==> src/sv/owtcs_pkg.sv <==
// Shared types, codes and helper functions for the tag code sequencer.
package owtcs_pkg;

  typedef struct packed {
    logic [1:0]  req_type;
    logic [63:0] code_value;
    logic [2:0]  tag_type;
    logic        check_enable;
    logic        old_command;
    logic        bus_presence;
    logic [7:0]  bus_read_byte;
  } in_item_t;

  typedef struct packed {
    logic [3:0]  bus_op;
    logic [7:0]  op_byte;
    logic [9:0]  wait_amount;
    logic [3:0]  status;
    logic [63:0] read_code;
    logic [1:0]  found_type;
    logic        last;
  } out_item_t;

  localparam logic [1:0] REQ_READ   = 2'd0;
  localparam logic [1:0] REQ_WRITE  = 2'd1;
  localparam logic [1:0] REQ_DETECT = 2'd2;
  localparam logic [1:0] REQ_RESP   = 2'd3;

  localparam logic [3:0] OP_RESET = 4'd0;
  localparam logic [3:0] OP_WBYTE = 4'd1;
  localparam logic [3:0] OP_RBYTE = 4'd2;
  localparam logic [3:0] OP_SBIT  = 4'd3;
  localparam logic [3:0] OP_SBYTE = 4'd4;
  localparam logic [3:0] OP_BIT   = 4'd5;
  localparam logic [3:0] OP_WUS   = 4'd6;
  localparam logic [3:0] OP_WMS   = 4'd7;
  localparam logic [3:0] OP_DEPWR = 4'd8;
  localparam logic [3:0] OP_FIN   = 4'd9;

  localparam logic [3:0] ST_OK        = 4'd0;
  localparam logic [3:0] ST_NODEV     = 4'd1;
  localparam logic [3:0] ST_CRC       = 4'd2;
  localparam logic [3:0] ST_ZERO      = 4'd3;
  localparam logic [3:0] ST_BADTYPE   = 4'd4;
  localparam logic [3:0] ST_UNDET     = 4'd5;
  localparam logic [3:0] ST_TYPEMIS   = 4'd6;
  localparam logic [3:0] ST_VERIFYMIS = 4'd7;
  localparam logic [3:0] ST_PROGMIS   = 4'd8;

  localparam logic [1:0] CFG_BIT_WAIT  = 2'd0;
  localparam logic [1:0] CFG_PROG_WAIT = 2'd1;
  localparam logic [1:0] CFG_PULSE     = 2'd2;

  localparam logic [7:0] CMD_READ     = 8'h33;
  localparam logic [7:0] CMD_READ_OLD = 8'h0F;
  localparam logic [7:0] CMD_EN_INV   = 8'hD1;
  localparam logic [7:0] CMD_EN_NORM  = 8'h1D;
  localparam logic [7:0] CMD_EN_UNDET = 8'hC1;
  localparam logic [7:0] CMD_PROBE_A  = 8'hB5;
  localparam logic [7:0] CMD_PROBE_B  = 8'h1E;
  localparam logic [7:0] CMD_WRITE    = 8'hD5;
  localparam logic [7:0] CMD_PROBE_C  = 8'hAA;
  localparam logic [7:0] CMD_PROG     = 8'h3C;
  localparam logic [7:0] ANS_FE       = 8'hFE;

  localparam int unsigned MAX_OPS = 12;
  localparam int unsigned QDEPTH  = 4;

  typedef struct packed {
    logic [3:0] op;
    logic [7:0] data;
    logic [9:0] amount;
  } bus_cmd_t;

  // One step of work for the back end: a list of operations and maybe a finish.
  typedef struct packed {
    bus_cmd_t [MAX_OPS-1:0] ops;
    logic [3:0]  n_ops;
    logic        fin;
    logic [3:0]  status;
    logic [63:0] code;
    logic [1:0]  found;
  } job_t;

  function automatic logic [7:0] crc_add(input logic [7:0] crc, input logic [7:0] b);
    logic [7:0] c;
    c = crc ^ b;
    for (int i = 0; i < 8; i++) c = c[0] ? ((c >> 1) ^ 8'h8C) : (c >> 1);
    return c;
  endfunction

  function automatic logic [7:0] cbyte(input logic [63:0] c, input logic [2:0] i);
    return c[{i, 3'b000} +: 8];
  endfunction

endpackage

==> src/sv/one_wire_tag_code_sequencer_core.sv <==
// Top level: configuration registers, front end, job queue and back end.
// An item's job is registered in the front, written to the queue, and presented from the back's output register.
// Throughput: one input beat per cycle into the front while its job register can drain;
// one result beat per cycle out of the back while out_ready is high.
// Reset (rst, synchronous): sequencer idle, queue empty, registers 10, 50, 600.
module one_wire_tag_code_sequencer_core import owtcs_pkg::*; (
  input  logic       clk,
  input  logic       rst,
  input  logic       in_valid,
  output logic       in_ready,
  input  in_item_t   in_data,
  output logic       out_valid,
  input  logic       out_ready,
  output out_item_t  out_data,
  input  logic       cfg_valid,
  output logic       cfg_ready,
  input  logic [1:0] cfg_index,
  input  logic [9:0] cfg_data
);

  logic [4:0] bit_wait_ms;
  logic [7:0] program_wait_ms;
  logic [9:0] pulse_setup_us;
  logic       fj_valid, fj_ready, bj_valid, bj_ready;
  job_t       fj, bj;

  assign cfg_ready = 1'b1;

  always_ff @(posedge clk) begin
    if (rst) begin
      bit_wait_ms <= 5'd10; program_wait_ms <= 8'd50; pulse_setup_us <= 10'd600;
    end else if (cfg_valid) begin
      case (cfg_index)
        CFG_BIT_WAIT:  bit_wait_ms <= cfg_data[4:0];
        CFG_PROG_WAIT: program_wait_ms <= cfg_data[7:0];
        CFG_PULSE:     pulse_setup_us <= cfg_data;
        default: ;
      endcase
    end
  end

  owtcs_front u_front (
    .clk, .rst, .in_valid, .in_ready, .in_data,
    .bit_wait_ms, .program_wait_ms, .pulse_setup_us,
    .job_valid(fj_valid), .job_ready(fj_ready), .job(fj)
  );

  owtcs_queue u_queue (
    .clk, .rst, .wr_valid(fj_valid), .wr_ready(fj_ready), .wr_data(fj),
    .rd_valid(bj_valid), .rd_ready(bj_ready), .rd_data(bj)
  );

  owtcs_back u_back (
    .clk, .rst, .job_valid(bj_valid), .job_ready(bj_ready), .job(bj),
    .out_valid, .out_ready, .out_data
  );

  a_out_hold: assert property (@(posedge clk) disable iff (rst)
    out_valid && !out_ready |=> out_valid && $stable(out_data))
    else $error("result beat changed while stalled");

  a_fin_last: assert property (@(posedge clk) disable iff (rst)
    out_valid && out_data.bus_op == OP_FIN |-> out_data.last)
    else $error("finish beat not marked last");

  a_status_zero: assert property (@(posedge clk) disable iff (rst)
    out_valid && out_data.bus_op != OP_FIN |-> out_data.status == ST_OK)
    else $error("status on a non-finish beat");

endmodule

==> src/sv/owtcs_front.sv <==
// Front end: takes requests and bus responses, runs the job state and builds jobs.
module owtcs_front import owtcs_pkg::*; (
  input  logic       clk,
  input  logic       rst,
  input  logic       in_valid,
  output logic       in_ready,
  input  in_item_t   in_data,
  input  logic [4:0] bit_wait_ms,
  input  logic [7:0] program_wait_ms,
  input  logic [9:0] pulse_setup_us,
  output logic       job_valid,
  input  logic       job_ready,
  output job_t       job
);

  typedef enum logic [19:0] {
    PH_IDLE    = 20'd1 << 0,  PH_RD_PRES = 20'd1 << 1,  PH_RD_BYTE = 20'd1 << 2,
    PH_A_PRES1 = 20'd1 << 3,  PH_A_PRES2 = 20'd1 << 4,  PH_A_BYTE  = 20'd1 << 5,
    PH_B_PRES1 = 20'd1 << 6,  PH_B_PRES2 = 20'd1 << 7,  PH_B_BYTE  = 20'd1 << 8,
    PH_B_PRES3 = 20'd1 << 9,  PH_C_PRES1 = 20'd1 << 10, PH_C_BYTE1 = 20'd1 << 11,
    PH_C_BYTE2 = 20'd1 << 12, PH_C_PRES2 = 20'd1 << 13, PH_W_PRES1 = 20'd1 << 14,
    PH_W_PRES2 = 20'd1 << 15, PH_W_PRES3 = 20'd1 << 16, PH_P_PRES  = 20'd1 << 17,
    PH_P_CRC   = 20'd1 << 18, PH_P_CONF  = 20'd1 << 19
  } phase_t;

  localparam logic [1:0] KIND_READ   = 2'd0;
  localparam logic [1:0] KIND_WRITE  = 2'd1;
  localparam logic [1:0] KIND_DETECT = 2'd2;

  phase_t      phase, phase_next;
  logic [3:0]  byte_count, byte_count_next;
  logic [63:0] target_code, target_code_next;
  logic [63:0] captured_code, captured_code_next;
  logic [2:0]  active_type, active_type_next;
  logic [1:0]  kind, kind_next;
  logic        flag, flag_next;
  logic [7:0]  crc_acc, crc_acc_next;
  logic [7:0]  code_crc;
  logic [7:0]  probe_c_crc;
  logic        out_empty;
  job_t        jb, job_reg;
  logic        jvalid;

  assign in_ready  = !jvalid || job_ready;
  assign job_valid = jvalid;
  assign job       = job_reg;
  assign probe_c_crc = crc_add(crc_add(crc_add(8'h00, CMD_PROBE_C), 8'h00), 8'h00);

  // Code checksum over bytes 0..6 of a write request.
  always_comb begin
    code_crc = 8'h00;
    for (int i = 0; i < 7; i++) code_crc = crc_add(code_crc, in_data.code_value[8*i +: 8]);
  end

  always_comb begin
    logic        inv, pres, hit, check, fail;
    logic [7:0]  b, en;
    logic [2:0]  bi;
    logic [1:0]  tk;
    logic [1:0]  tres;  // 0 not found, 1 found, 2 no presence
    logic        do_test, do_start_write, do_start_read, do_done;
    phase_t      tph;
    phase_next = phase; byte_count_next = byte_count; target_code_next = target_code;
    captured_code_next = captured_code; active_type_next = active_type;
    kind_next = kind; flag_next = flag; crc_acc_next = crc_acc;
    jb = '0;
    pres = in_data.bus_presence;
    b = in_data.bus_read_byte;
    inv = (active_type == 3'd1);
    en = (active_type == 3'd1) ? CMD_EN_INV : (active_type == 3'd2) ? CMD_EN_NORM : CMD_EN_UNDET;
    bi = 3'd0; tk = 2'd1; tres = 2'd0; hit = 1'b0; check = 1'b0; fail = 1'b0;
    do_test = 1'b0; do_start_write = 1'b0; do_start_read = 1'b0; do_done = 1'b0;
    tph = PH_A_PRES1;
    out_empty = 1'b0;

    unique case (in_data.req_type)
      REQ_READ: begin
        kind_next = KIND_READ; flag_next = in_data.old_command; active_type_next = 3'd0;
        do_start_read = 1'b1;
      end
      REQ_DETECT: begin
        kind_next = KIND_DETECT; flag_next = 1'b0; active_type_next = 3'd0;
        tk = 2'd1; do_test = 1'b1;
      end
      REQ_WRITE: begin
        target_code_next = in_data.code_value;
        kind_next = KIND_WRITE; flag_next = in_data.check_enable; active_type_next = 3'd0;
        check = in_data.check_enable;
        if (check && code_crc != in_data.code_value[63:56]) begin
          jb.fin = 1'b1; jb.status = ST_CRC; phase_next = PH_IDLE;
        end else if (check && in_data.code_value == 64'd0) begin
          jb.fin = 1'b1; jb.status = ST_ZERO; phase_next = PH_IDLE;
        end else if (in_data.tag_type > 3'd4) begin
          jb.fin = 1'b1; jb.status = ST_BADTYPE; phase_next = PH_IDLE;
        end else if (in_data.tag_type == 3'd0) begin
          tk = 2'd1; do_test = 1'b1;
        end else begin
          active_type_next = in_data.tag_type;
          if (check && in_data.tag_type <= 3'd3) begin
            tk = in_data.tag_type[1:0]; do_test = 1'b1;
          end else begin
            jb.ops[0] = '{OP_RESET, 8'h00, 10'd0}; jb.n_ops = 4'd1;
            phase_next = (in_data.tag_type == 3'd3) ? PH_P_PRES : PH_W_PRES1;
          end
        end
      end
      default: begin
        // Bus response: a test that ends sets tres/tk and is resolved below.
        unique case (phase)
          PH_RD_PRES: begin
            if (!pres) begin
              jb.fin = 1'b1; jb.status = (kind == KIND_READ) ? ST_NODEV : ST_VERIFYMIS;
              phase_next = PH_IDLE;
            end else begin
              jb.ops[0] = '{OP_WBYTE, (kind == KIND_READ && flag) ? CMD_READ_OLD : CMD_READ,
                            10'd0};
              jb.ops[1] = '{OP_RBYTE, 8'h00, 10'd0}; jb.n_ops = 4'd2;
              phase_next = PH_RD_BYTE;
            end
          end
          PH_RD_BYTE: begin
            bi = byte_count[2:0];
            if (bi != 3'd7) crc_acc_next = crc_add(crc_acc, b);
            captured_code_next = captured_code | ({56'd0, b} << {bi, 3'b000});
            byte_count_next = {1'b0, bi} + 4'd1;
            if (bi != 3'd7) begin
              jb.ops[0] = '{OP_RBYTE, 8'h00, 10'd0}; jb.n_ops = 4'd1;
            end else begin
              jb.fin = 1'b1; phase_next = PH_IDLE;
              if (kind == KIND_READ) begin
                jb.code = captured_code_next;
                jb.status = (crc_acc != b) ? ST_CRC :
                            (captured_code_next == 64'd0) ? ST_ZERO : ST_OK;
              end else begin
                jb.status = (captured_code_next == target_code) ? ST_OK : ST_VERIFYMIS;
              end
            end
          end
          PH_A_PRES1, PH_B_PRES1: begin
            tk = (phase == PH_A_PRES1) ? 2'd1 : 2'd2;
            if (!pres) begin hit = 1'b1; tres = 2'd2; end
            else begin
              jb.ops[0] = '{OP_WBYTE, (tk == 2'd1) ? CMD_EN_INV : CMD_EN_NORM, 10'd0};
              jb.ops[1] = '{OP_SBIT, 8'h01, {5'd0, bit_wait_ms}};
              jb.ops[2] = '{OP_RESET, 8'h00, 10'd0}; jb.n_ops = 4'd3;
              phase_next = (tk == 2'd1) ? PH_A_PRES2 : PH_B_PRES2;
            end
          end
          PH_A_PRES2, PH_B_PRES2: begin
            tk = (phase == PH_A_PRES2) ? 2'd1 : 2'd2;
            if (!pres) begin hit = 1'b1; tres = 2'd2; end
            else begin
              jb.ops[0] = '{OP_WBYTE, (tk == 2'd1) ? CMD_PROBE_A : CMD_PROBE_B, 10'd0};
              jb.ops[1] = '{OP_RBYTE, 8'h00, 10'd0}; jb.n_ops = 4'd2;
              phase_next = (tk == 2'd1) ? PH_A_BYTE : PH_B_BYTE;
            end
          end
          PH_A_BYTE: begin
            tk = 2'd1; hit = 1'b1; tres = (b == ANS_FE) ? 2'd1 : 2'd0;
          end
          PH_B_BYTE: begin
            tk = 2'd2;
            if (b == ANS_FE) begin
              jb.ops[0] = '{OP_RESET, 8'h00, 10'd0}; jb.n_ops = 4'd1;
              phase_next = PH_B_PRES3;
            end else begin hit = 1'b1; tres = 2'd0; end
          end
          PH_B_PRES3: begin
            tk = 2'd2; hit = 1'b1;
            if (!pres) tres = 2'd2;
            else begin
              tres = 2'd1;
              jb.ops[0] = '{OP_WBYTE, CMD_EN_NORM, 10'd0};
              jb.ops[1] = '{OP_SBIT, 8'h00, {5'd0, bit_wait_ms}};
              jb.ops[2] = '{OP_DEPWR, 8'h00, 10'd0}; jb.n_ops = 4'd3;
            end
          end
          PH_C_PRES1: begin
            tk = 2'd3;
            if (!pres) begin hit = 1'b1; tres = 2'd2; end
            else begin
              jb.ops[0] = '{OP_WBYTE, CMD_PROBE_C, 10'd0};
              jb.ops[1] = '{OP_WBYTE, 8'h00, 10'd0};
              jb.ops[2] = '{OP_WBYTE, 8'h00, 10'd0};
              jb.ops[3] = '{OP_RBYTE, 8'h00, 10'd0}; jb.n_ops = 4'd4;
              phase_next = PH_C_BYTE1;
            end
          end
          PH_C_BYTE1: begin
            tk = 2'd3;
            if (b == probe_c_crc) begin
              jb.ops[0] = '{OP_RBYTE, 8'h00, 10'd0}; jb.n_ops = 4'd1;
              phase_next = PH_C_BYTE2;
            end else begin hit = 1'b1; tres = 2'd0; end
          end
          PH_C_BYTE2: begin
            jb.ops[0] = '{OP_RESET, 8'h00, 10'd0}; jb.n_ops = 4'd1;
            phase_next = PH_C_PRES2;
          end
          PH_C_PRES2: begin
            tk = 2'd3; hit = 1'b1; tres = pres ? 2'd1 : 2'd2;
          end
          PH_W_PRES1, PH_W_PRES3: begin
            if (!pres) begin jb.fin = 1'b1; jb.status = ST_NODEV; phase_next = PH_IDLE; end
            else begin
              jb.ops[0] = '{OP_WBYTE, en, 10'd0};
              jb.ops[1] = '{OP_SBIT, {7'd0, (phase == PH_W_PRES1) ? !inv : inv},
                            {5'd0, bit_wait_ms}};
              if (phase == PH_W_PRES1) begin
                jb.ops[2] = '{OP_RESET, 8'h00, 10'd0}; jb.n_ops = 4'd3;
                phase_next = PH_W_PRES2;
              end else begin
                jb.n_ops = 4'd2; do_done = 1'b1;
              end
            end
          end
          PH_W_PRES2: begin
            if (!pres) begin jb.fin = 1'b1; jb.status = ST_NODEV; phase_next = PH_IDLE; end
            else begin
              jb.ops[0] = '{OP_WBYTE, CMD_WRITE, 10'd0};
              for (int i = 0; i < 8; i++)
                jb.ops[i+1] = '{OP_SBYTE, target_code[8*i +: 8] ^ {8{inv}},
                                {5'd0, bit_wait_ms}};
              jb.ops[9] = '{OP_RESET, 8'h00, 10'd0}; jb.n_ops = 4'd10;
              phase_next = PH_W_PRES3;
            end
          end
          PH_P_PRES: begin
            if (!pres) begin jb.fin = 1'b1; jb.status = ST_NODEV; phase_next = PH_IDLE; end
            else begin
              jb.ops[0] = '{OP_WBYTE, CMD_PROG, 10'd0};
              jb.ops[1] = '{OP_WBYTE, 8'h00, 10'd0};
              jb.ops[2] = '{OP_WBYTE, 8'h00, 10'd0};
              jb.ops[3] = '{OP_WBYTE, target_code[7:0], 10'd0};
              jb.ops[4] = '{OP_RBYTE, 8'h00, 10'd0}; jb.n_ops = 4'd5;
              byte_count_next = 4'd0;
              phase_next = PH_P_CRC;
            end
          end
          PH_P_CRC: begin
            jb.ops[0] = '{OP_WUS, 8'h00, pulse_setup_us};
            jb.ops[1] = '{OP_BIT, 8'h01, 10'd0};
            jb.ops[2] = '{OP_WMS, 8'h00, {2'd0, program_wait_ms}};
            jb.ops[3] = '{OP_RBYTE, 8'h00, 10'd0}; jb.n_ops = 4'd4;
            phase_next = PH_P_CONF;
          end
          PH_P_CONF: begin
            bi = byte_count[2:0];
            if (b != cbyte(target_code, bi)) begin
              jb.fin = 1'b1; jb.status = ST_PROGMIS; phase_next = PH_IDLE;
              byte_count_next = {1'b0, bi};
            end else begin
              byte_count_next = {1'b0, bi} + 4'd1;
              if (bi != 3'd7) begin
                jb.ops[0] = '{OP_WBYTE, cbyte(target_code, bi + 3'd1), 10'd0};
                jb.ops[1] = '{OP_RBYTE, 8'h00, 10'd0}; jb.n_ops = 4'd2;
                phase_next = PH_P_CRC;
              end else do_done = 1'b1;
            end
          end
          default: begin
            phase_next = PH_IDLE;
            out_empty = 1'b1;
          end
        endcase

        // Outcome of a type test.
        if (hit) begin
          if (tres == 2'd2) begin
            jb.fin = 1'b1; jb.status = ST_NODEV; phase_next = PH_IDLE;
          end else if (kind == KIND_DETECT) begin
            if (tres == 2'd1) begin
              jb.fin = 1'b1; jb.found = tk; phase_next = PH_IDLE;
            end else if (tk != 2'd3) begin
              tk = tk + 2'd1; do_test = 1'b1;
            end else begin
              jb.fin = 1'b1; phase_next = PH_IDLE;
            end
          end else if (tres == 2'd1) begin
            active_type_next = {1'b0, tk}; do_start_write = 1'b1;
          end else if (active_type == 3'd0) begin
            if (tk != 2'd3) begin tk = tk + 2'd1; do_test = 1'b1; end
            else begin jb.fin = 1'b1; jb.status = ST_UNDET; phase_next = PH_IDLE; end
          end else begin
            jb.fin = 1'b1; jb.status = ST_TYPEMIS; phase_next = PH_IDLE;
          end
        end
        if (do_done) begin
          if (flag) do_start_read = 1'b1;
          else begin jb.fin = 1'b1; jb.status = ST_OK; phase_next = PH_IDLE; end
        end
      end
    endcase

    // Starting steps append a bus reset after any operations already queued.
    tph = (tk == 2'd1) ? PH_A_PRES1 : (tk == 2'd2) ? PH_B_PRES1 : PH_C_PRES1;
    if (do_test || do_start_write || do_start_read) begin
      jb.ops[jb.n_ops] = '{OP_RESET, 8'h00, 10'd0};
      jb.n_ops = jb.n_ops + 4'd1;
    end
    if (do_test) phase_next = tph;
    if (do_start_write) phase_next = (tk == 2'd3) ? PH_P_PRES : PH_W_PRES1;
    if (do_start_read) begin
      byte_count_next = 4'd0; captured_code_next = 64'd0; crc_acc_next = 8'h00;
      phase_next = PH_RD_PRES;
    end
    if (in_data.req_type == REQ_RESP && phase == PH_IDLE) out_empty = 1'b1;
    fail = out_empty;
    if (fail) jb = '0;
  end

  always_ff @(posedge clk) begin
    if (rst) begin
      phase <= PH_IDLE; byte_count <= '0; target_code <= '0; captured_code <= '0;
      active_type <= '0; kind <= KIND_READ; flag <= 1'b0; crc_acc <= '0; jvalid <= 1'b0;
    end else begin
      if (job_ready) jvalid <= 1'b0;
      if (in_valid && in_ready) begin
        phase <= phase_next; byte_count <= byte_count_next;
        target_code <= target_code_next; captured_code <= captured_code_next;
        active_type <= active_type_next; kind <= kind_next; flag <= flag_next;
        crc_acc <= crc_acc_next;
        jvalid <= !out_empty;
      end
    end
  end

  always_ff @(posedge clk) begin
    if (in_valid && in_ready) job_reg <= jb;
  end

endmodule

==> src/sv/owtcs_queue.sv <==
// Short job queue between the front and the back end.
module owtcs_queue import owtcs_pkg::*; (
  input  logic clk,
  input  logic rst,
  input  logic wr_valid,
  output logic wr_ready,
  input  job_t wr_data,
  output logic rd_valid,
  input  logic rd_ready,
  output job_t rd_data
);

  localparam int unsigned AW = $clog2(QDEPTH);

  job_t          mem [QDEPTH];
  logic [AW-1:0] wptr, rptr;
  logic [AW:0]   count;
  logic          wr, rd;

  assign wr_ready = (count != QDEPTH[AW:0]);
  assign rd_valid = (count != '0);
  assign rd_data  = mem[rptr];
  assign wr = wr_valid && wr_ready;
  assign rd = rd_valid && rd_ready;

  always_ff @(posedge clk) begin
    if (rst) begin
      wptr <= '0; rptr <= '0; count <= '0;
    end else begin
      if (wr) wptr <= wptr + 1'b1;
      if (rd) rptr <= rptr + 1'b1;
      count <= count + {{AW{1'b0}}, wr} - {{AW{1'b0}}, rd};
    end
  end

  always_ff @(posedge clk) begin
    if (wr) mem[wptr] <= wr_data;
  end

endmodule

==> src/sv/owtcs_back.sv <==
// Back end: plays out one job's operations and finish as output beats.
module owtcs_back import owtcs_pkg::*; (
  input  logic      clk,
  input  logic      rst,
  input  logic      job_valid,
  output logic      job_ready,
  input  job_t      job,
  output logic      out_valid,
  input  logic      out_ready,
  output out_item_t out_data
);

  logic [3:0] idx;
  logic [3:0] total;
  logic       is_last;
  logic       is_fin;
  out_item_t  beat;
  logic       ovalid;
  out_item_t  oreg;
  logic       take;

  assign total   = job.n_ops + {3'd0, job.fin};
  assign is_last = (idx + 4'd1 == total);
  assign is_fin  = job.fin && (idx == job.n_ops);
  assign take    = job_valid && (!ovalid || out_ready);
  assign job_ready = take && is_last;
  assign out_valid = ovalid;
  assign out_data  = oreg;

  always_comb begin
    beat = '0;
    if (is_fin) begin
      beat.bus_op = OP_FIN; beat.status = job.status;
      beat.read_code = job.code; beat.found_type = job.found;
    end else begin
      beat.bus_op = job.ops[idx].op;
      beat.op_byte = job.ops[idx].data;
      beat.wait_amount = job.ops[idx].amount;
    end
    beat.last = is_last;
  end

  always_ff @(posedge clk) begin
    if (rst) begin
      idx <= '0; ovalid <= 1'b0;
    end else begin
      if (out_ready) ovalid <= 1'b0;
      if (take) begin
        ovalid <= 1'b1;
        idx <= is_last ? 4'd0 : idx + 4'd1;
      end
    end
  end

  always_ff @(posedge clk) begin
    if (take) oreg <= beat;
  end

endmodule
==> config.mk <==
export PLATFORM = sky130hd
export DESIGN_NAME = one_wire_tag_code_sequencer_core
export DESIGN_NICKNAME = d
export VERILOG_FILES = /design/src/sv/owtcs_pkg.sv /design/src/sv/one_wire_tag_code_sequencer_core.sv /design/src/sv/owtcs_front.sv /design/src/sv/owtcs_queue.sv /design/src/sv/owtcs_back.sv
export SDC_FILE = /design/constraint.sdc
export NUM_CORES = 2
export LEC_CHECK = 0
export BUFFER_PORTS_ARGS = -buffer_cell sky130_fd_sc_hd__buf_2
export CAP_MARGIN = 0
export CORE_UTILIZATION = 62
export CTS_CLUSTER_SIZE = 20
export DETAILED_ROUTE_END_ITERATION = 10
export PLACE_DENSITY_LB_ADDON = 0.25
export SYNTH_ARGS = -nofsm -noshare
export SYNTH_HDL_FRONTEND = slang
export SYNTH_SLANG_ARGS = --single-unit
==> constraint.sdc <==
create_clock -name clk -period 10.3 [get_ports clk]
set_input_delay 2.06 -clock clk [delete_from_list [all_inputs] [get_ports clk]]
set_output_delay 2.06 -clock clk [all_outputs]
set_load 0.05 [all_outputs]
==> metrics.txt <==
mean post-synth cell area=15.8 um2; worst-path cell chain=buf_2, xnor2_1, xnor3_1, xnor2_2, xnor3_1, xnor3_1, xnor3_1, xnor2_1, xor2_1, a2111oi_0, nor4_1, o21ai_4, and3_1, a21oi_1, inv_1, ha_1, inv_1, o2111ai_1, nor2_1, and2_1; Post-synth top cells=edfxtp_1 (1,188), nor2_1 (328), mux4_2 (268); Leak=22.1 nW; pre-CTS setup slack=2.02 ns; Clock Root Buffer=clkbuf_16; Critical Path Slowest Stage Cell=nor4_1; beginning of the critical path=in_data[16]; Max Clock Skew=0.0265 ns; Initial Util=62.6%; largest cells by area after synthesis=edfxtp_1 (61%), mux4_2 (10%), dfxtp_1 (7.0%); setup TNS=0 ns; post-synthesis mux area share=11.4%; core area=93,200 um2; Layout Nets=3,992; post-synthesis xor/xnor area fraction=6.21%; final core occ=70.0%; Die X=309 um; leading area contributor after synthesis=edfxtp_1; crit path DAT=8.24 ns; Fin Hold WS=0.451 ns; sw power=5.02 mW; sequential fraction of the synthesis area=68.2%; Post-Synth Simple-Gate Area=7.85%; Pins Over Slew Limit=0; I/O pin total=193; aggregate routed wire length=146,000 um; critical path launch point type=input port; Worst Path Required=10.92 ns; Clock power frac=30.7%; Netlist cell types=79; sequential power share=41.2%; Worst slew margin=23.4%; CP dominant cell by count=xnor3_1; Total Routing Usage GR=31.1%; # hold bufs at CTS=0; crit-path leading delay family=XOR/XNOR gates; Comb power frac=28.1%; htree depth=4; max FFs per register=876; Int Power=11.6 mW; cell count after synthesis=3,692; DRT antenna net count=0; Clock Sinks=1,391; CP Depth=20; vias=33,800; largest family of logic cells by synthesized area=multiplexers; Yosys top cell area share=61.2%; post-CTS setup repair buffer count=0; RSZ-0062 raised after global routing=false; DRC errors left=0; Worst Path Buf+Inv=3; CP Class=in -> reg; max cap viols=0; Period minus WS final=7.63 ns; synth warn=0; synthesized area=58,300 um2; clk slew on worst S/H paths=0.06 ns; Tightest Pin Transition=1.14 ns; layout cell share with drive strength beyond 1=19.3%; r2r worst-path depth=15; drt wl/cell=27.9 um; worst skew pair latency=0.75 ns; Tcrit/Tclk final=74.1%; synthesis-to-layout area growth=11.9%; IO Port Bufs=191; syn_nets=3,814; post-CTS sizing=0; clock buffer count from CTS=139; total power=16.7 mW; Crit path largest cell delay=0.65 ns; CTS tree=built; Placement Cell Area=60,600 um2; Worst setup EP type=flip-flop; pin count of the biggest net entering global routing=140; Synth Area in Compound Gates=4.16%; die area=95,300 um2; setup ws final=2.67 ns; post-synthesis async set-or-reset flop share=0%; critical path peak fanout=8; placer congestion estimate=0.991; clk buf depth=3; DRT Pass-1 Iters=6; reg-to-reg startpoint=u_front.phase[14]; VDD IR max=0.00113 V; drt first-iter violations=4,201; final count of hold timing violations=0; Critical Path Sink=u_front.job[100]; Non-Filler Instances=5,247; Post-DP HPWL=89,800 um; setup violators final=0; Main synth FF type=edfxtp_1; run status=completed; #FFs+latches synth=1,391; first-pass GRT wire length=214,000 um; Placement Rows=112; most common cell in the synthesized netlist=edfxtp_1; fmax=131 MHz; pwr dens=255 nW/um2; DIE HEIGHT=309 um; antenna violations before repair=10; placed cell count=4,983; R2R Path End=u_front.phase[0]; type of the worst min-delay path=reg -> reg; Adder-Cell Fraction of Synth Area=0.549%; Post-synth EDFFs=1,188; Post-Layout Inst Area=65,300 um2; Remaining Overflow, GRT=0; Sw Share=30.1%; vias per inst=6.44; vias in the first global route=32,700; register-to-register setup slack=4.39 ns
## cells in the final DEF, fill, tap and decap left out, types with 33 or more instances in the layout
cell type and n:
buf_4 50, a21oi_1 254, buf_2 190, nor3_1 55, inv_1 38, xnor3_1 40, and2_1 111, mux4_2 268
nor2_1 327, xor2_1 107, mux2i_1 57, nand3_1 33, nand4_1 41, clkbuf_1 34, clkbuf_16 143, nand2_1 213
nor4_1 43, xnor2_1 160, o21ai_0 36, edfxtp_1 1188, dfxtp_1 198
## how the worst min path moves through the flow
stage	start	endpoint	cells after the start
final	pulse_setup_us[1]	pulse_setup_us[1]	2
after global placement	pulse_setup_us[2]	pulse_setup_us[2]	2
after floorplan	program_wait_ms[5]	program_wait_ms[5]	1
after global routing	pulse_setup_us[5]	pulse_setup_us[5]	2
after detailed placement	pulse_setup_us[1]	pulse_setup_us[1]	2
after CTS	pulse_setup_us[1]	pulse_setup_us[1]	2
## tightest hold or removal path: cells and delay by family (launching register included)
kind	cells	cell delay (ns)
AOI/OAI and AO/OA	1	0.05
DFF	1	0.30
and+or+nand+nor	1	0.05
## power groups by stage
stage          clock, mW  sequential (mW)  combinational [mW]
2_1_floorplan          0             7.60                3.13
3_3_place_gp           0             6.96                4.58
3_5_place_dp           0             6.98                4.67
4_1_cts             5.16             6.87                4.70
5_1_grt             5.37             6.90                4.98
6_report            5.11             6.87                4.68
## layer usage
| metal | up-vias | share of wire [%] | track usage, % |
|---|---|---|---|
| li1 | 14400 | - | - |
| met1 | 16900 | 39 | 43.6 |
| met2 | 2019 | 46 | 47.4 |
| met3 | 385 | 11 | 7.73 |
| met4 | 14 | 3.9 | 11.9 |
| met5 | - | 0.071 | 0 |
## cells by family (layout without fill, tap and decap cells)
kind of cell	after synthesis	after routing
adder cells (fa/ha/maj)	25	25
multiplexers	330	330
flip-flops	1391	1391
AND/OR/NAND/NOR	953	953
buffers and inverters	251	548
AO/OA/AOI/OAI	417	417
other	1	5
XOR/XNOR	324	324
## cell type report
cell class / instances / area, um2
well taps: 1254 / 1570
fillers: 5871 / 27900
repair buffers: 246 / 1450
clock inverters: 78 / 861
flip-flops and latches: 1391 / 39700
multi-input cells: 2050 / 17700
clock buffers: 182 / 3770
inverters: 42 / 165
diodes: 4 / 10.0
Power figures use the tool's default switching activity.
